==> src/hw/rtl/rlap_pkg.sv <==
// Package with the shared types and codes of the retry ladder attempt planner.
`default_nettype none

package rlap_pkg;

  localparam int unsigned MaxAttemptsDef = 8;
  localparam int unsigned CntW = 4;
  localparam int unsigned AddrW = 5;

  localparam logic [1:0] FuncClear  = 2'd0;
  localparam logic [1:0] FuncAsk    = 2'd1;
  localparam logic [1:0] FuncRecord = 2'd2;

  localparam logic [1:0] KindOffer = 2'd0;
  localparam logic [1:0] KindDone  = 2'd1;
  localparam logic [1:0] KindNeed  = 2'd2;
  localparam logic [1:0] KindAck   = 2'd3;

  localparam logic [1:0] TrustUnknown  = 2'd0;
  localparam logic [1:0] TrustMismatch = 2'd2;

  localparam logic [1:0] StratPass   = 2'd0;
  localparam logic [1:0] StratSplit  = 2'd1;
  localparam logic [1:0] StratSplit2 = 2'd2;

  localparam logic [2:0] ResAlert    = 3'd1;
  localparam logic [2:0] ResConnFail = 3'd2;

  localparam logic [1:0] ManualNone = 2'd0;
  localparam logic [1:0] ManualPass = 2'd1;

  localparam logic [2:0] SrcNone   = 3'd0;
  localparam logic [2:0] SrcManual = 3'd1;
  localparam logic [2:0] SrcCached = 3'd2;
  localparam logic [2:0] SrcLadder = 3'd3;
  localparam logic [2:0] SrcCool   = 3'd4;

  localparam logic [2:0] RegContext = 3'd0;
  localparam logic [2:0] RegManual  = 3'd1;
  localparam logic [2:0] RegCached  = 3'd2;
  localparam logic [2:0] RegPrefer  = 3'd3;
  localparam logic [2:0] RegTimeout = 3'd4;

  localparam logic [15:0] TimeoutReset = 16'd3000;

  typedef struct packed {
    logic       target;
    logic [1:0] strategy;
    logic [2:0] result;
  } hist_entry_t;

  typedef struct packed {
    logic [5:0] tried;
    logic       unreachable;
    logic [2:0] first_direct_res;
    logic [2:0] last_res;
  } scan_flags_t;

endpackage

`default_nettype wire

==> src/hw/rtl/rlap_if.sv <==
// Handshake channel interfaces for the request and result transfers.
`default_nettype none

interface rlap_req_if;
  logic       valid;
  logic       ready;
  logic [1:0] func;
  logic [1:0] trust_state;
  logic       rec_target;
  logic [1:0] rec_strategy;
  logic [2:0] rec_result;

  modport source (output valid, func, trust_state, rec_target, rec_strategy, rec_result,
                  input ready);
  modport sink (input valid, func, trust_state, rec_target, rec_strategy, rec_result,
                output ready);
endinterface

interface rlap_rsp_if;
  logic        valid;
  logic        ready;
  logic [1:0]  answer_kind;
  logic        next_target;
  logic [1:0]  next_strategy;
  logic [15:0] attempt_tmo;
  logic [2:0]  plan_source;

  modport source (output valid, answer_kind, next_target, next_strategy, attempt_tmo,
                  plan_source, input ready);
  modport sink (input valid, answer_kind, next_target, next_strategy, attempt_tmo,
                plan_source, output ready);
endinterface

`default_nettype wire

==> src/hw/rtl/retry_ladder_attempt_planner_unit.sv <==
// Top level of the retry ladder attempt planner with its register port and sequencer.
//
// One request is taken at a time. A clear or a record transfer goes from
// acceptance through the finish state to the output register; an ask transfer
// first scans the recorded attempts, one entry per cycle through the single
// read port of the history memory, and then goes through the finish state. A
// request with the unused function code is taken and gives no result. The
// result waits in an output register, and the next request is accepted while
// it waits, but the following result is held until the first one is taken.
// The user must write configuration registers only while no request is in
// flight; the block itself does not enforce this.
`default_nettype none

module retry_ladder_attempt_planner_unit import rlap_pkg::*; #(
  parameter int unsigned MaxAttempts = MaxAttemptsDef
) (
  input  wire logic         clk_i,
  input  wire logic         rst_ni,
  rlap_req_if.sink          req_i,
  rlap_rsp_if.source        rsp_o,
  input  wire logic         psel,
  input  wire logic         penable,
  input  wire logic         pwrite,
  input  wire logic [AddrW-1:0] paddr,
  input  wire logic [31:0]  pwdata,
  output logic [31:0]       prdata,
  output logic              pready
);

  typedef enum logic [2:0] {
    StIdle = 3'b001,
    StScan = 3'b010,
    StFin  = 3'b100
  } state_e;

  state_e          state_q, state_d;
  logic [3:0]      ctx_q;
  logic [1:0]      manual_q;
  logic [2:0]      cached_q;
  logic            prefer_q;
  logic [15:0]     tmo_q;
  logic [CntW-1:0] count_q, count_d;
  logic [1:0]      func_q;
  logic [1:0]      trust_q;

  logic            accept;
  logic            cfg_wr;
  logic [2:0]      reg_idx;
  logic            hist_wr;
  logic            scan_start;
  logic            scan_done;
  scan_flags_t     flags;
  hist_entry_t     wr_entry;
  logic            out_load;

  logic            host, cool, listed, dbad;
  logic            cached_ok, cached_tg;
  logic [1:0]      cached_st;
  logic            ct;
  logic [2:0]      cidx;
  logic [1:0]      bf, bs;
  logic            t00, t10;
  logic            dres_fail;
  logic [1:0]      kind;
  logic            tg;
  logic [1:0]      st;
  logic [2:0]      src;

  logic            rsp_vld_q;
  logic [1:0]      rsp_kind_q;
  logic            rsp_tg_q;
  logic [1:0]      rsp_st_q;
  logic [15:0]     rsp_tmo_q;
  logic [2:0]      rsp_src_q;

  assign pready  = 1'b1;
  assign reg_idx = paddr[AddrW-1:2];
  assign cfg_wr  = psel && penable && pwrite;

  always_ff @(posedge clk_i or negedge rst_ni) begin
    if (!rst_ni) begin
      ctx_q    <= '0;
      manual_q <= '0;
      cached_q <= '0;
      prefer_q <= 1'b0;
      tmo_q    <= TimeoutReset;
    end else if (cfg_wr) begin
      case (reg_idx)
        RegContext: ctx_q    <= pwdata[3:0];
        RegManual:  manual_q <= pwdata[1:0];
        RegCached:  cached_q <= pwdata[2:0];
        RegPrefer:  prefer_q <= pwdata[0];
        RegTimeout: tmo_q    <= pwdata[15:0];
        default: ;
      endcase
    end
  end

  always_comb begin
    case (reg_idx)
      RegContext: prdata = {28'd0, ctx_q};
      RegManual:  prdata = {30'd0, manual_q};
      RegCached:  prdata = {29'd0, cached_q};
      RegPrefer:  prdata = {31'd0, prefer_q};
      RegTimeout: prdata = {16'd0, tmo_q};
      default:    prdata = '0;
    endcase
  end

  assign req_i.ready = (state_q == StIdle);
  assign accept      = req_i.valid && req_i.ready;
  assign hist_wr     = accept && (req_i.func == FuncRecord) && (count_q < CntW'(MaxAttempts));
  assign scan_start  = accept && (req_i.func == FuncAsk);
  assign out_load    = (state_q == StFin) && (!rsp_vld_q || rsp_o.ready);

  assign wr_entry.target   = req_i.rec_target;
  assign wr_entry.strategy = req_i.rec_strategy;
  assign wr_entry.result   = req_i.rec_result;

  rlap_hist #(
    .MaxAttempts(MaxAttempts)
  ) u_hist (
    .clk_i    (clk_i),
    .rst_ni   (rst_ni),
    .wr_en_i  (hist_wr),
    .wr_idx_i (count_q),
    .wr_data_i(wr_entry),
    .start_i  (scan_start),
    .count_i  (count_q),
    .done_o   (scan_done),
    .flags_o  (flags)
  );

  always_comb begin
    state_d = state_q;
    count_d = count_q;
    case (state_q)
      StIdle: begin
        if (accept) begin
          case (req_i.func)
            FuncClear: begin
              count_d = '0;
              state_d = StFin;
            end
            FuncRecord: begin
              if (hist_wr) begin
                count_d = count_q + 1'b1;
              end
              state_d = StFin;
            end
            FuncAsk: state_d = StScan;
            default: ;
          endcase
        end
      end
      StScan: begin
        if (scan_done) begin
          state_d = StFin;
        end
      end
      StFin: begin
        if (out_load) begin
          state_d = StIdle;
        end
      end
      default: state_d = StIdle;
    endcase
  end

  always_ff @(posedge clk_i or negedge rst_ni) begin
    if (!rst_ni) begin
      state_q <= StIdle;
      count_q <= '0;
    end else begin
      state_q <= state_d;
      count_q <= count_d;
    end
  end

  always_ff @(posedge clk_i) begin
    if (accept) begin
      func_q  <= req_i.func;
      trust_q <= req_i.trust_state;
    end
  end

  assign host      = ctx_q[0];
  assign cool      = ctx_q[1];
  assign listed    = ctx_q[2];
  assign dbad      = ctx_q[3];
  assign cached_ok = (cached_q != 3'd0) && (cached_q != 3'd7);
  assign cached_tg = (cached_q >= 3'd4);
  assign cached_st = cached_tg ? 2'(cached_q - 3'd4) : 2'(cached_q - 3'd1);
  assign ct        = (trust_q == TrustMismatch) ? cached_tg : 1'b0;
  assign cidx      = (ct ? 3'd3 : 3'd0) + {1'b0, cached_st};
  assign bf        = prefer_q ? StratSplit2 : StratSplit;
  assign bs        = prefer_q ? StratSplit : StratSplit2;
  assign t00       = flags.tried[0];
  assign t10       = flags.tried[3];
  assign dres_fail = !dbad && ((flags.unreachable && !t00) ||
                               (t00 && (flags.first_direct_res == ResConnFail)));

  always_comb begin
    kind = KindDone;
    tg   = 1'b0;
    st   = StratPass;
    if (count_q >= CntW'(MaxAttempts)) begin
      kind = KindDone;
    end else if ((count_q != '0) && (flags.last_res <= ResAlert)) begin
      kind = KindDone;
    end else if (!host || (manual_q == ManualPass)) begin
      kind = (count_q == '0) ? KindOffer : KindDone;
    end else if (cool) begin
      if (count_q == '0) begin
        kind = KindOffer;
        st   = listed ? bf : StratPass;
      end
    end else if (manual_q != ManualNone) begin
      if (count_q != '0) begin
        kind = KindDone;
      end else if (trust_q == TrustUnknown) begin
        kind = KindNeed;
      end else begin
        kind = KindOffer;
        tg   = (trust_q == TrustMismatch);
        st   = manual_q - 2'd1;
      end
    end else if (cached_ok && cached_tg && (trust_q == TrustUnknown)) begin
      kind = KindNeed;
    end else if (cached_ok && !flags.tried[cidx]) begin
      kind = KindOffer;
      tg   = ct;
      st   = cached_st;
    end else if (listed && !flags.unreachable &&
                 (!flags.tried[{1'b0, bf}] || !flags.tried[{1'b0, bs}])) begin
      kind = KindOffer;
      st   = !flags.tried[{1'b0, bf}] ? bf : bs;
    end else if (!dbad && !flags.unreachable && !t00) begin
      kind = KindOffer;
    end else if (trust_q == TrustUnknown) begin
      kind = KindNeed;
    end else if (trust_q == TrustMismatch) begin
      if (!t10) begin
        kind = KindOffer;
        tg   = 1'b1;
      end else if (!flags.tried[3'd3 + {1'b0, bf}]) begin
        kind = KindOffer;
        tg   = 1'b1;
        st   = bf;
      end else if (!flags.tried[3'd3 + {1'b0, bs}]) begin
        kind = KindOffer;
        tg   = 1'b1;
        st   = bs;
      end
    end else if (dres_fail || flags.unreachable) begin
      kind = KindDone;
    end else if (!flags.tried[{1'b0, bf}]) begin
      kind = KindOffer;
      st   = bf;
    end else if (!flags.tried[{1'b0, bs}]) begin
      kind = KindOffer;
      st   = bs;
    end
  end

  always_comb begin
    if (!host) begin
      src = SrcNone;
    end else if (manual_q != ManualNone) begin
      src = SrcManual;
    end else if (cool) begin
      src = SrcCool;
    end else if (cached_ok && (count_q <= CntW'(1))) begin
      src = SrcCached;
    end else begin
      src = SrcLadder;
    end
  end

  always_ff @(posedge clk_i or negedge rst_ni) begin
    if (!rst_ni) begin
      rsp_vld_q <= 1'b0;
    end else if (out_load) begin
      rsp_vld_q <= 1'b1;
    end else if (rsp_o.ready) begin
      rsp_vld_q <= 1'b0;
    end
  end

  always_ff @(posedge clk_i) begin
    if (out_load) begin
      rsp_src_q <= src;
      if ((func_q == FuncAsk) && (kind == KindOffer)) begin
        rsp_kind_q <= KindOffer;
        rsp_tg_q   <= tg;
        rsp_st_q   <= st;
        rsp_tmo_q  <= tmo_q;
      end else begin
        rsp_kind_q <= (func_q == FuncAsk) ? kind : KindAck;
        rsp_tg_q   <= 1'b0;
        rsp_st_q   <= StratPass;
        rsp_tmo_q  <= '0;
      end
    end
  end

  assign rsp_o.valid         = rsp_vld_q;
  assign rsp_o.answer_kind   = rsp_kind_q;
  assign rsp_o.next_target   = rsp_tg_q;
  assign rsp_o.next_strategy = rsp_st_q;
  assign rsp_o.attempt_tmo   = rsp_tmo_q;
  assign rsp_o.plan_source   = rsp_src_q;

endmodule

`default_nettype wire

==> src/hw/rtl/rlap_hist.sv <==
// Attempt history memory with a sequential scanner that gathers the match flags.
`default_nettype none

module rlap_hist import rlap_pkg::*; #(
  parameter int unsigned MaxAttempts = MaxAttemptsDef
) (
  input  wire logic        clk_i,
  input  wire logic        rst_ni,
  input  wire logic        wr_en_i,
  input  wire logic [CntW-1:0] wr_idx_i,
  input  wire hist_entry_t wr_data_i,
  input  wire logic        start_i,
  input  wire logic [CntW-1:0] count_i,
  output logic             done_o,
  output scan_flags_t      flags_o
);

  localparam int unsigned IdxW = (MaxAttempts > 1) ? $clog2(MaxAttempts) : 1;

  hist_entry_t     mem_q [MaxAttempts];
  hist_entry_t     rd_q;
  logic            busy_q, busy_d;
  logic            pv_q, pv_d;
  logic [CntW-1:0] idx_q, idx_d;
  logic [CntW-1:0] pidx_q, pidx_d;
  logic            rd_en;
  scan_flags_t     flags_q, flags_d;
  logic            hit_direct;

  assign rd_en  = busy_q && (idx_q < count_i);
  assign done_o = busy_q && !rd_en && !pv_q;
  assign flags_o = flags_q;

  always_ff @(posedge clk_i) begin
    if (wr_en_i) begin
      mem_q[wr_idx_i[IdxW-1:0]] <= wr_data_i;
    end
    if (rd_en) begin
      rd_q <= mem_q[idx_q[IdxW-1:0]];
    end
  end

  always_comb begin
    busy_d = busy_q;
    idx_d  = idx_q;
    pidx_d = pidx_q;
    pv_d   = 1'b0;
    if (start_i) begin
      busy_d = 1'b1;
      idx_d  = '0;
    end else if (busy_q) begin
      if (rd_en) begin
        pv_d   = 1'b1;
        pidx_d = idx_q;
        idx_d  = idx_q + 1'b1;
      end else if (!pv_q) begin
        busy_d = 1'b0;
      end
    end
  end

  always_ff @(posedge clk_i or negedge rst_ni) begin
    if (!rst_ni) begin
      busy_q <= 1'b0;
      pv_q   <= 1'b0;
      idx_q  <= '0;
      pidx_q <= '0;
    end else begin
      busy_q <= busy_d;
      pv_q   <= pv_d;
      idx_q  <= idx_d;
      pidx_q <= pidx_d;
    end
  end

  assign hit_direct = !rd_q.target && (rd_q.strategy == StratPass);

  always_comb begin
    flags_d = flags_q;
    if (start_i) begin
      flags_d = '0;
    end else if (pv_q) begin
      for (int t = 0; t < 2; t++) begin
        for (int s = 0; s < 3; s++) begin
          if ((rd_q.target == 1'(t)) && (rd_q.strategy == 2'(s))) begin
            flags_d.tried[3'(t*3+s)] = 1'b1;
          end
        end
      end
      if (!rd_q.target && (rd_q.result == ResConnFail)) begin
        flags_d.unreachable = 1'b1;
      end
      if (hit_direct && !flags_q.tried[0]) begin
        flags_d.first_direct_res = rd_q.result;
      end
      if (pidx_q == CntW'(count_i - 1'b1)) begin
        flags_d.last_res = rd_q.result;
      end
    end
  end

  always_ff @(posedge clk_i) begin
    flags_q <= flags_d;
  end

endmodule

`default_nettype wire
==> src/flat_wrapper.sv <==
// flat-port wrapper written by rule: the top's interface ports become plain ports
module retry_ladder_attempt_planner_unit_flat import rlap_pkg::*;
#(
  parameter int unsigned MaxAttempts = MaxAttemptsDef
)
  (clk_i, rst_ni, psel, penable, pwrite, paddr, pwdata, prdata, pready, req_i_valid, req_i_func, req_i_trust_state, req_i_rec_target, req_i_rec_strategy, req_i_rec_result, req_i_ready, rsp_o_valid, rsp_o_answer_kind, rsp_o_next_target, rsp_o_next_strategy, rsp_o_attempt_tmo, rsp_o_plan_source, rsp_o_ready);
  rlap_req_if req_i_i ();
  rlap_rsp_if rsp_o_i ();
  input  wire logic clk_i;
  input  wire logic rst_ni;
  input  wire logic psel;
  input  wire logic penable;
  input  wire logic pwrite;
  input  wire logic [AddrW-1:0] paddr;
  input  wire logic [31:0] pwdata;
  output logic [31:0] prdata;
  output logic pready;
  input wire logic [$bits(req_i_i.valid)-1:0] req_i_valid;
  input wire logic [$bits(req_i_i.func)-1:0] req_i_func;
  input wire logic [$bits(req_i_i.trust_state)-1:0] req_i_trust_state;
  input wire logic [$bits(req_i_i.rec_target)-1:0] req_i_rec_target;
  input wire logic [$bits(req_i_i.rec_strategy)-1:0] req_i_rec_strategy;
  input wire logic [$bits(req_i_i.rec_result)-1:0] req_i_rec_result;
  output wire logic [$bits(req_i_i.ready)-1:0] req_i_ready;
  output wire logic [$bits(rsp_o_i.valid)-1:0] rsp_o_valid;
  output wire logic [$bits(rsp_o_i.answer_kind)-1:0] rsp_o_answer_kind;
  output wire logic [$bits(rsp_o_i.next_target)-1:0] rsp_o_next_target;
  output wire logic [$bits(rsp_o_i.next_strategy)-1:0] rsp_o_next_strategy;
  output wire logic [$bits(rsp_o_i.attempt_tmo)-1:0] rsp_o_attempt_tmo;
  output wire logic [$bits(rsp_o_i.plan_source)-1:0] rsp_o_plan_source;
  input wire logic [$bits(rsp_o_i.ready)-1:0] rsp_o_ready;
  assign req_i_i.valid = req_i_valid;
  assign req_i_i.func = req_i_func;
  assign req_i_i.trust_state = req_i_trust_state;
  assign req_i_i.rec_target = req_i_rec_target;
  assign req_i_i.rec_strategy = req_i_rec_strategy;
  assign req_i_i.rec_result = req_i_rec_result;
  assign req_i_ready = req_i_i.ready;
  assign rsp_o_valid = rsp_o_i.valid;
  assign rsp_o_answer_kind = rsp_o_i.answer_kind;
  assign rsp_o_next_target = rsp_o_i.next_target;
  assign rsp_o_next_strategy = rsp_o_i.next_strategy;
  assign rsp_o_attempt_tmo = rsp_o_i.attempt_tmo;
  assign rsp_o_plan_source = rsp_o_i.plan_source;
  assign rsp_o_i.ready = rsp_o_ready;
  retry_ladder_attempt_planner_unit #(.MaxAttempts(MaxAttempts)) u_core (.clk_i(clk_i), .rst_ni(rst_ni), .req_i(req_i_i), .rsp_o(rsp_o_i), .psel(psel), .penable(penable), .pwrite(pwrite), .paddr(paddr), .pwdata(pwdata), .prdata(prdata), .pready(pready));
endmodule
==> config.mk <==
export PLATFORM = sky130hd
export DESIGN_NAME = retry_ladder_attempt_planner_unit_flat
export DESIGN_NICKNAME = d
export VERILOG_FILES = /design/src/hw/rtl/rlap_pkg.sv /design/src/hw/rtl/rlap_if.sv /design/src/hw/rtl/retry_ladder_attempt_planner_unit.sv /design/src/hw/rtl/rlap_hist.sv /design/src/flat_wrapper.sv
export SDC_FILE = /design/constraint.sdc
export NUM_CORES = 1
export LEC_CHECK = 0
export BUFFER_PORTS_ARGS = -buffer_cell sky130_fd_sc_hd__buf_2
export CAP_MARGIN = 25
export CORE_ASPECT_RATIO = 0.8
export CORE_MARGIN = 1
export CORE_UTILIZATION = 49
export CTS_BUF_LIST = sky130_fd_sc_hd__clkbuf_16
export CTS_CLUSTER_SIZE = 28
export DETAILED_ROUTE_END_ITERATION = 12
export HOLD_SLACK_MARGIN = 0.06
export PLACE_DENSITY = 0.68
export SLEW_MARGIN = 30
export SYNTH_ARGS = -nofsm -noshare
export SYNTH_HDL_FRONTEND = slang
export SYNTH_SLANG_ARGS = --single-unit
==> constraint.sdc <==
create_clock -name clk_i -period 3.5 [get_ports clk_i]
set_input_delay 0.35 -clock clk_i [delete_from_list [all_inputs] [get_ports clk_i]]
set_output_delay 0.35 -clock clk_i [all_outputs]
set_load 0.01 [all_outputs]
# == Yosys cells after proc, flatten, opt, wreduce, memory -nomap -nowiden ==
# Memory sizes are Yosys's and may differ from the RTL's. A register that Yosys moved wholly into a read port is not among the register bits.
# Cells that the tools add are included.
# totals
mem_count,1
elab_cells,249
regBits,83
ramBits,48
out_inout_bits,59
in_bits,54
# op_classes
n_eq_ne,23
n_reduce_logical,81
bitwise,4
muxes,92
magnitude_cmp,11
add_sub_neg,9
# memory_table
name,words,width,rd,rd_clocked_by_memory_dff,write_ports,line_no,rtl
u_core.u_hist.mem_q,8,6,1,1,1,rlap_hist.sv:20,hist_entry_t mem_q [MaxAttempts];
# op_table
operator,count
$mux W2,41
$pmux W16 S5,1
$mux W1,34
$logic_and A1 B1 Y1,31
$reduce_and A2 Y1,13
$mux W4,4
$eq A3 B2 Y1 const B,5
$lt A3 B4 Y1 const B,3
$mux W3,4
$logic_not A1 Y1,11
$reduce_bool A2 Y1,5
$bmux W1 S3,3
$pmux W3 S3,1
$add A4 B1 Y4 const B,2
$eq A2 B1 Y1 const B,4
$logic_not A2 Y1,4
$lt A2 B4 Y1 const B,2
$pmux W4 S2,1
$reduce_and A4 Y1,2
$add A2 B2 Y3 const A,2
$eq A2 B2 Y1 const B,3
$eq A3 B1 Y1 const B,2
$eq A3 B3 Y1 const B,2
$ne A2 B1 Y1 const B,3
25 further kinds,37

# == Logic depth before layout (Yosys ltp) ==
# Gate-level depths: netlist (run 1).
# depth
word_depth,22
depth_mapped,12
depth_no_buf,12

# == Hierarchy ==
# Synthesis (run 1) repeated with hierarchy kept, for this count alone.
# unflattened
hier_cells,497
hier_area_um2,6491.2
# modules_own_cells
module,area_per_inst_um2,cells_per_inst,instances,seq_area_each_um2
retry_ladder_attempt_planner_unit,3402.0,310,1,1701.6
rlap_hist,3089.2,187,1,2092.0

# == Worst setup path after synthesis (run 1) ==
# Ideal clock, no wire load.
# synth_path
path_kind,register to register
start,reg u_core.trust_q[0]
end,"reg u_core.rsp_st_q[0] (netlist: u_core.rsp_o.next_strategy[0]), data pin"
path_stages_with_launch,13
path_slack_ps,475
arrival_ps,2769
setup_ps,255
path_cell_list,edfxtp_1 > nor2b_1 > nand2_1 > inv_1 > ha_1 > inv_1 > fa_1 > mux4_2 > a21oi_4 > nand2b_1 > o31a_1 > a32o_1 > and3_1
# synth_between
elab_chain_len,19
# synth_rtl
item,line_no,rtl
from (decl),retry_ladder_attempt_planner_unit.sv:44,logic [1:0] trust_q;
from (signal assigned),retry_ladder_attempt_planner_unit.sv:183,trust_q <= req_i.trust_state;
$eq A2 B2 Y1,"retry_ladder_attempt_planner_unit.sv:194, retry_ladder_attempt_planner_unit.sv:242",
$mux W1,retry_ladder_attempt_planner_unit.sv:194,assign ct = (trust_q == TrustMismatch) ? cached_tg : 1'b0;
$mux W2,retry_ladder_attempt_planner_unit.sv:195,"assign cidx = (ct ? 3'd3 : 3'd0) + {1'b0, cached_st};"
$add A3 B2 Y3,retry_ladder_attempt_planner_unit.sv:195,
$bmux W1 S3,retry_ladder_attempt_planner_unit.sv:230,end else if (cached_ok && !flags.tried[cidx]) begin
$mux W1 (not written as such),retry_ladder_attempt_planner_unit.sv:230,
$logic_not A1 Y1,retry_ladder_attempt_planner_unit.sv:230,
$logic_and A1 B1 Y1,retry_ladder_attempt_planner_unit.sv:230,
[3 not listed],-,
$mux W2,retry_ladder_attempt_planner_unit.sv:213,end else if (cool) begin
$mux W2,retry_ladder_attempt_planner_unit.sv:211,end else if (!host || (manual_q == ManualPass)) begin
$mux W2,retry_ladder_attempt_planner_unit.sv:209,end else if ((count_q != '0) && (flags.last_res <= ResAlert)) begin
$mux W2,retry_ladder_attempt_planner_unit.sv:207,if (count_q >= CntW'(MaxAttempts)) begin
$logic_not A2 Y1,retry_ladder_attempt_planner_unit.sv:293,if ((func_q == FuncAsk) && (kind == KindOffer)) begin
$logic_and A1 B1 Y1,retry_ladder_attempt_planner_unit.sv:293,
$not A1 Y1 (no source line),-,
$reduce_or A4 Y1 (no source line),-,
to (signal assigned),retry_ladder_attempt_planner_unit.sv:296,rsp_st_q <= st;
to (signal assigned),retry_ladder_attempt_planner_unit.sv:301,rsp_st_q <= StratPass;
to (decl),retry_ladder_attempt_planner_unit.sv:72,logic [1:0] rsp_st_q;
# Several ways; a longest one is shown, not always the timed one. The select of a mux whose other input is x is not followed.
# A chain may end at the register's enable or synchronous reset.

# == Worst setup path after layout (run 1) ==
# Ends and elaborated chain as after synthesis.

==> impl_summary.md, run 1 <==
Critical path
The endpoint type of the worst setup path is a flip-flop. The kind of critical path is flip-flop to flip-flop. The timing startpoint of the critical path is u_core.trust_q[0]. For the worst setup path, the data required time is around 3.7 ns. The endpoint identified for the worst register-to-register timing path is u_core.rsp_o.next_strategy[0]. In this run the worst setup path terminates at u_core.rsp_o.next_strategy[0]. The arrival time at the worst endpoint is approximately 3.4 ns. The critical-path maximum fanout is 7.

The worst register-to-register path begins at u_core.trust_q[0]. The worst reg-to-reg setup slack is 0.28 ns. The worst setup path is launched from a flip-flop.

The worst reg2reg path depth is 12.

Floorplan
The floorplan has 36 rows. The initial utilization of the core area, before any placement, comes to between 50% and 60%. In this run the count of I/O pins placed on the die edge is approximately 110. The floorplan die height is a little over 100 µm. The die covers between 10000 and 15000 µm². The core region is between 10000 and 15000 µm². The overall die width is 129 µm.

Clock network
The number of buffers created by CTS is 17. For the worst-skew pair, the clock arrives at the later sink with an insertion delay of between 0.4 and 0.5 ns. The clock passes through at most 2 buffers. The H-tree was split into 4 levels. The number of clock sinks is between 100 and 150. TritonCTS built the clock tree. The clock root buffer is sky130_fd_sc_hd__clkbuf_16. After clock tree synthesis, the clock-pin slew on the worst setup and hold paths is 0.06 ns.

Timing
The measured slew at the worst slew-check pin is 0.858 ns. For this run, the top clock speed supported by timing is slightly above 300 MHz. The final-report hold violation count is 0. After layout, the worst setup slack is ~0.28 ns. The total negative setup slack is 0 ns.

The shortest clock period the worst path allows after layout is between 3 and 4 ns. In this run the tightest slew margin relative to its limit is roughly 43%. Setup repair after global routing left no endpoint under its margin. The count of pins over their slew limit came to 0.

For the final database, setup skew stands at approximately 0.011 ns. Setup violations remaining at the end of the flow were counted as 0. Dividing the final minimum period by the clock period gives between 90% and 100%.

Min path
The class of the tightest hold or removal check is input pin to flip-flop. Along the worst hold path, the cell count comes to 1.

Final layout
The synthesis-to-finish area growth is 17.6%. The sequential cells in the finished layout cover a total of between 3000 and 4000 µm². The repair_antennas step left the layout with diodes totalling 0.

Fill cells in the final layout number between 900 and 1000. The post-route cell area is about 7500 µm². The footprint of the multi-input gates is about 2300 µm². Measured on the finished design, the core utilization comes to 60.3%. The final net count is ~640.

Cells with a size suffix above 1 make up between 30% and 40% of the layout.

GRT
The first global-routing pass estimated approximately 21000 µm of wire. The number of antenna violations at the first check in global routing is 0. The number of global-route vias before repair is between 4000 and 5000. Entering global routing, the biggest net connects 45 pins.

In the global route stage, overall resource usage came out at 21.4%. The total congestion overflow is 0.

Synthesis
The cell area after synthesis is around 6400 µm². The post-synthesis area per instance is about 13 µm². The flip-flop cell with the highest count after synthesis is sky130_fd_sc_hd__edfxtp_1. In this run, synthesis inferred 82 flip-flops with an integrated enable. The number of library cell types mapped by synthesis is 60.

Counting flops with an async set or reset pin after synthesis yields a share of between 30% and 40%. The total of flip-flops plus latches after synthesis is approximately 140. By count the netlist is led by sky130_fd_sc_hd__edfxtp_1, sky130_fd_sc_hd__nor2_1, sky130_fd_sc_hd__dfrtp_1. The library cell with the highest instance count after synthesis is sky130_fd_sc_hd__edfxtp_1. The post-synthesis cell count is a little under 500. For this run, the register share of the synthesized area comes to 59.4%. The yosys synthesis warning count is 0. The area share of the largest cell type after synthesis is 38.8%. By area the synthesized netlist is led by sky130_fd_sc_hd__edfxtp_1, sky130_fd_sc_hd__dfrtp_1, sky130_fd_sc_hd__mux2_2. The largest area contributor in the synthesized netlist is sky130_fd_sc_hd__edfxtp_1.

Routing
The first-pass detailed-route iteration total is 5. Dividing the detail-routed wire length by the instance count gives between 15 and 20 µm. Dividing the detail-routed via count by the number of cells gives around 5.5.

The final layout contains routed wiring with a total length of between 10000 and 15000 µm. After detailed routing, the number of remaining DRC violations is 0. The detailed router placed just over 4000 vias in this run. The first-iteration detailed-routing DRC count is around 430.

The detail route stage leaves a number of antenna-violating nets equal to 0.

Place
OpenSTA, run right after detailed placement, puts the worst setup slack at around 0.21 ns. The number of port buffers is 77. The cell area after placement is roughly 7000 µm². The HPWL after detailed placement is 9060 µm. The congestion estimate from routability-driven global placement came to about 0.89.

Pwr
The maximum vdd drop is 0.469 mV. Dividing total power by cell area gives a power density of around 730 nW/µm². In this run the static leakage power is between 3 and 4 nW.

Run
The max-cap violation count is 0.

Status
The flow ran to the end, and the final reports show no timing, DRC or antenna violations.
-- per-stage QoR --
stage	total power, mW	instances	hold WS [ns]
after global routing	5.75	752	0.0966
after CTS	5.49	752	0.0992
after floorplan	3.29	500	0.0544
final	5.47	752	0.110
after detailed placement	3.63	719	0.391
after global placement	3.59	719	0.468
-- kinds of logic (layout without fill, tap and decap cells) --
group / after synthesis / in the layout / synth area share, %
AOI/OAI and AO/OA: 61 / 61 / 6.74
DFF: 136 / 136 / 59.4
buffers and inverters: 55 / 136 / 4.65
xor gates and xnor gates: 8 / 8 / 1.10
adders and majority gates: 13 / 13 / 2.68
and+or+nand+nor: 154 / 154 / 12.8
muxes: 56 / 56 / 12.5
other: 2 / 17 / 0.118
-- report_power, final --
group / internal (mW) / total [mW] / switching (mW)
logic: 0.662 / 1.39 / 0.725
clock network: 1.18 / 1.85 / 0.669
registers: 1.98 / 2.23 / 0.257
total: 3.82 / 5.47 / 1.65
-- critical path, stage by stage, from the launching register on --
cell and delay, ns:
sky130_fd_sc_hd__edfxtp_1 0.46, sky130_fd_sc_hd__nor2b_2 0.24, sky130_fd_sc_hd__nand2_1 0.13, sky130_fd_sc_hd__inv_1 0.08, sky130_fd_sc_hd__ha_1 0.13, sky130_fd_sc_hd__inv_1 0.05, sky130_fd_sc_hd__fa_1 0.50, sky130_fd_sc_hd__mux4_2 0.53
sky130_fd_sc_hd__a21oi_4 0.24, sky130_fd_sc_hd__nand2b_1 0.08, sky130_fd_sc_hd__o31a_1 0.11, sky130_fd_sc_hd__a32o_1 0.25, sky130_fd_sc_hd__and3_1 0.18
-- layer usage --
metal | wire length [µm] | GRT usage (%) | vias up
met3 | 628 | 5.73 | 15
met4 | 161 | 7.39 | 0
met5 | 0 | 0 | -
met2 | 6220 | 32.9 | 121
met1 | 6040 | 29.2 | 2043
li1 | - | - | 1923
-- layout make-up --
cell class | instances | share of cell area [%]
clock inverters | 15 | 2.51
inverters | 18 | 0.905
flip-flops and latches | 136 | 50.5
multi-input cells | 309 | 31.4
well taps | 171 | 2.86
clock buffers | 17 | 5.70
repair buffers | 86 | 6.13
-- placed cells by master (no fill, tap or decap), drive strengths merged, types with 3 or more instances in the layout --
cell type / synthesis / final
clkbuf: 10 / 17
nand2: 29 / 29
edfxtp: 82 / 82
mux2: 33 / 33
ha: 12 / 12
nor3: 9 / 9
inv: 18 / 24
mux2i: 9 / 9
a31oi: 9 / 9
nand3: 4 / 4
buf: 27 / 85
clkinvlp: 0 / 3
nand2b: 8 / 8
mux4: 14 / 14
dfrtp: 36 / 36
and2: 5 / 5
and3: 31 / 31
xnor2: 7 / 7
a41oi: 3 / 3
a21oi: 11 / 11
o21ai: 19 / 19
dfxtp: 10 / 10
bufinv: 0 / 4
nor3b: 3 / 3
dfstp: 8 / 8
nor2b: 8 / 8
conb: 2 / 17
nor4: 5 / 5
nor2: 40 / 40
-- sequential cells by signal (all words and copies together) (netlist names), 2 cells and up --
name	cells
u_core.u_hist.pidx_q	4
u_core.count_q	4
u_core.u_hist.rd_q	6
u_core.rsp_o.attempt_tmo	16
u_core.u_hist.flags_o	10
u_core.tmo_q	16
u_core.u_hist.mem_q	48
u_core.rsp_o.next_strategy	2
u_core.u_hist.idx_q	4
u_core.rsp_o.plan_source	3
u_core.manual_q	2
u_core.rsp_o.answer_kind	2
u_core.trust_q	2
u_core.state_q	3
u_core.func_q	2
u_core.cached_q	3
u_core.ctx_q	4
-- how the worst min path moves through the flow --
stage | to | from | slack, ns
final | u_core.trust_q[0] | req_i_trust_state[0] | 0.11
after global routing | u_core.trust_q[0] | req_i_trust_state[0] | 0.1
after CTS | u_core.trust_q[0] | req_i_trust_state[0] | 0.1
after detailed placement | u_core.tmo_q[1] | rst_ni | 0.39
after global placement | u_core.u_hist.flags_o[4] | u_core.u_hist.flags_o[4] | 0.47
after floorplan | u_core.cached_q[0] | rst_ni | 0.05
-- repair_timing --
action / 4_1_cts / 5_1_grt
buffers inserted: 0 / 0
hold endpoints to repair: 36 / 0
hold buffers: 1 / 0
gates resized for setup: 0 / 1
setup endpoints to repair: 0 / 3
Power figures use the tool's default switching activity.
==> run 2, diff against run 1 <==
BUFFER_PORTS_ARGS = -buffer_cell sky130_fd_sc_hd__clkbuf_2   (was -buffer_cell sky130_fd_sc_hd__buf_2)
==> run 2 against run 1 <==
Net effect: flip-flop and latch count unchanged; sequential power about the same; core utilization increased by 0.20 points; cell count increased by 0.13%; maximum frequency decreased by 0.67%; global-route usage decreased by 0.64 points; clock power increased by 3%; setup slack got worse by 0.022 ns; die area unchanged; sequential share of layout area decreased by 0.17 points; register-to-register slack got worse by 0.02 ns; first-iteration DRC count decreased by 15%; critical path type unchanged; largest cell class unchanged; highest routed layer unchanged.
==> impl_summary.md, run 2 (synthesized netlist as in run 1, its figures left out) <==
Critical path
Together, buffers and inverters on the worst path number 1. The arrival time at the worst endpoint is roughly 3.4 ns. STA puts the critical path data required time at around 3.7 ns. The critical path in this run is classified as flip-flop to flip-flop. The kind of launch point of the worst setup path is a flip-flop. The largest individual stage delay along the critical path comes from the cell sky130_fd_sc_hd__fa_1. The gate family responsible for the most delay along the worst path is compound AO/OA/AOI/OAI gates.

The endpoint type of the worst setup path is a flip-flop. The worst stage delay on the critical path is 0.51 ns. Walking the worst path, the cells encountered are inv_1 > ha_1 > nor2_1 > a21oi_1 > fa_1 > mux4_2 > a21oi_4 > nand2b_1 > o31a_1 > a32o_1 > and3_1. Of all nets on the critical path, the largest fanout is 7.

Floorplan
From bottom edge to top edge, the die measures a little over 100 µm. For this configuration, the core starts out at a cell density of approximately half. The overall die width is about 130 µm. The area enclosed by the die boundary is 13400 µm². The core area is between 10000 and 15000 µm².

In this run the core area contains 36 standard-cell rows. The count of boundary I/O pins is 113.

Final layout
The number of standard cells in the final layout excluding fillers is around 750. The final core utilization is 60.5%. The filler cells instantiated in the layout total 963. The number of diodes is 0. The footprint of the multi-input gates is about 2300 µm². In the final design database the tool counted approximately 640 nets. In the layout the commonest cells are sky130_fd_sc_hd__edfxtp_1, sky130_fd_sc_hd__clkbuf_2, sky130_fd_sc_hd__nor2_1, sky130_fd_sc_hd__dfrtp_1, sky130_fd_sc_hd__and3_1. The number of flip-flops in the largest register is 48. The sequential standard cell area is 3770 µm². The most common library cell in the layout ignoring fill and taps is sky130_fd_sc_hd__edfxtp_1. Relative to the synthesized area, the layout overhead comes to 18.0%. The share of final-layout standard cells stronger than drive strength 1 is between 30% and 40%.

GRT
The first global-routing pass estimated about 21000 µm of wire. The number of global-route vias before repair is approximately 4000. The global router's overall resource usage is between 20% and 30%. The total overflow left after global routing is 0. The number of antenna violations at the first check in global routing is 0. The pin count of the biggest net entering global routing is 25.

Clock network
In this run the post-CTS setup repair buffer count came out at 0. The source-to-sink clock delay at the later pin of the worst-skew pair is 0.42 ns. The number of clock sinks is about 140. The number of buffers created by CTS is 17. The TritonCTS clock tree is done.

The H-tree depth is 4. After clock tree synthesis, the clock-pin slew on the worst setup and hold paths is approximately 0.060 ns. The tree is rooted in a sky130_fd_sc_hd__clkbuf_16.

The longest clock path from root to sink contains 2 buffers.

Place
The last weighted congestion value of the routability-driven placer is about 0.88. The number of port buffers is 77. Including well taps, the total number of placed cells is 720.

The HPWL after detailed placement is 8950 µm.

Status
The run finished with clean final reports.

Pwr
In this run switching power makes up a little under a third of total power. Internal power comes to 3.79 mW. The reported net switching power is about 1.7 mW. In this run, flip-flops and latches consume 40.5% of the power. Overall power consumption after layout is estimated at ~5.5 mW. Summed over all cells, the static leakage comes to slightly above 3 nW.

The power density normalized to cell area is about 740 nW/µm². Per report_power, the combinational group accounts for 25.0% of the total. Per report_power, the clock group accounts for about a third of the total. The maximum vdd drop is 0.477 mV.

Timing
The final period utilization is 92.7%. Setup repair after global routing left no endpoint under its margin. The shortest clock period the worst path allows after layout is ~3.2 ns.

Summed over all failing endpoints, the final setup total negative slack is 0 ns. The maximum operating frequency is 308 MHz. The final-report hold violation count is 0. The measured slew at the worst slew-check pin is roughly 0.84 ns.

The post-route clock skew is ~0.012 ns. Measured against its own limit, the worst slew margin works out to a little over two fifths. Setup violations remaining at the end of the flow were counted as 0. The count of pins over their slew limit is 0.

Routing
The post-route antenna net violation count is 0. The final routed wire length divided by cell count is ~17 µm. The first detailed-routing pass ran for 5 iterations.

The via total after detailed routing is ~4100. After detailed routing, the number of vias per cell comes to roughly 5.5. After detailed routing, the number of remaining DRC violations is 0.

The first-iteration detailed-routing DRC count is about 370. Summed over all layers, the routed wires come to 12700 µm.

Run
The max-cap violation count is 0.

Min path
The path class of the tightest hold or removal check is input pin to flip-flop.
run 2: cell count changes in the layout (fill, tap and decap cells not counted), moves of 2 or more:
cell / delta
sky130_fd_sc_hd__buf_2: -76
sky130_fd_sc_hd__inv_6: +2
sky130_fd_sc_hd__clkinvlp_4: -2
sky130_fd_sc_hd__inv_1: -4
sky130_fd_sc_hd__clkbuf_2: +77
sky130_fd_sc_hd__inv_8: +4
run 2: worst reg2reg max path: cells and delay by family (launching register included):
| kind | cells | cell delay (ns) |
|---|---|---|
| buffers and inverters | 1 | 0.09 |
| AND/OR/NAND/NOR | 3 | 0.29 |
| AO/OA/AOI/OAI | 4 | 0.93 |
| multiplexers | 1 | 0.47 |
| adder cells (fa/ha/maj) | 2 | 0.79 |
| flip-flops | 1 | 0.43 |
run 2: cell type report:
type	count	share of cell area, %
Sequential cell	136	50.4
Timing Repair Buffer	87	6.18
Tap cell	171	2.85
Clock inverter	15	2.77
Inverter	18	0.902
Clock buffer	17	5.68
Multi-Input combinational cell	309	31.3
run 2: metrics by stage:
step	hold slack (ns)	area (µm²)	setup slack [ns]
6_report	0.113	7490	0.255
5_1_grt	0.109	7490	0.0520
4_1_cts	0.0983	7490	0.192
3_5_place_dp	0.380	6850	0.187
3_3_place_gp	0.381	6850	0.250
2_1_floorplan	0.0544	6410	0.475
run 2: worst paths after layout:
check,start,to,slack [ns],depth (start not counted)
max,u_core.cached_q[0],u_core.rsp_o.next_strategy[0],0.26,11
min,req_i_trust_state[1],u_core.trust_q[1],0.11,1
max reg2reg,u_core.cached_q[0],u_core.rsp_o.next_strategy[0],0.26,11
min reg2reg,u_core.u_hist.flags_o[3],u_core.u_hist.flags_o[3],0.50,2
max in group asynchronous,rst_ni,u_core.state_q[0],2.26,3
min in group asynchronous,rst_ni,u_core.tmo_q[1],0.47,2
run 2: metal layers:
layer	global-route usage, %	share of wire (%)	up-vias
li1	-	-	1928
met1	29.7	48	2043
met2	31.0	47	122
met3	5.53	4.9	11
met4	6.13	1.0	0
met5	0	0	-
run 2: power by group through the flow:
stage | combinational, mW | sequential (mW) | clock (mW)
after CTS | 1.38 | 2.23 | 1.93
after detailed placement | 1.37 | 2.26 | 0
after global placement | 1.34 | 2.25 | 0
final | 1.38 | 2.23 | 1.90
after floorplan | 1.14 | 2.15 | 0
after global routing | 1.53 | 2.27 | 2.00
run 2: what timing repair did:
item / in CTS / in global routing
gates resized for setup: 0 / 1
hold endpoints to repair: 16 / 0
hold buffers: 1 / 0
setup endpoints to repair: 0 / 18
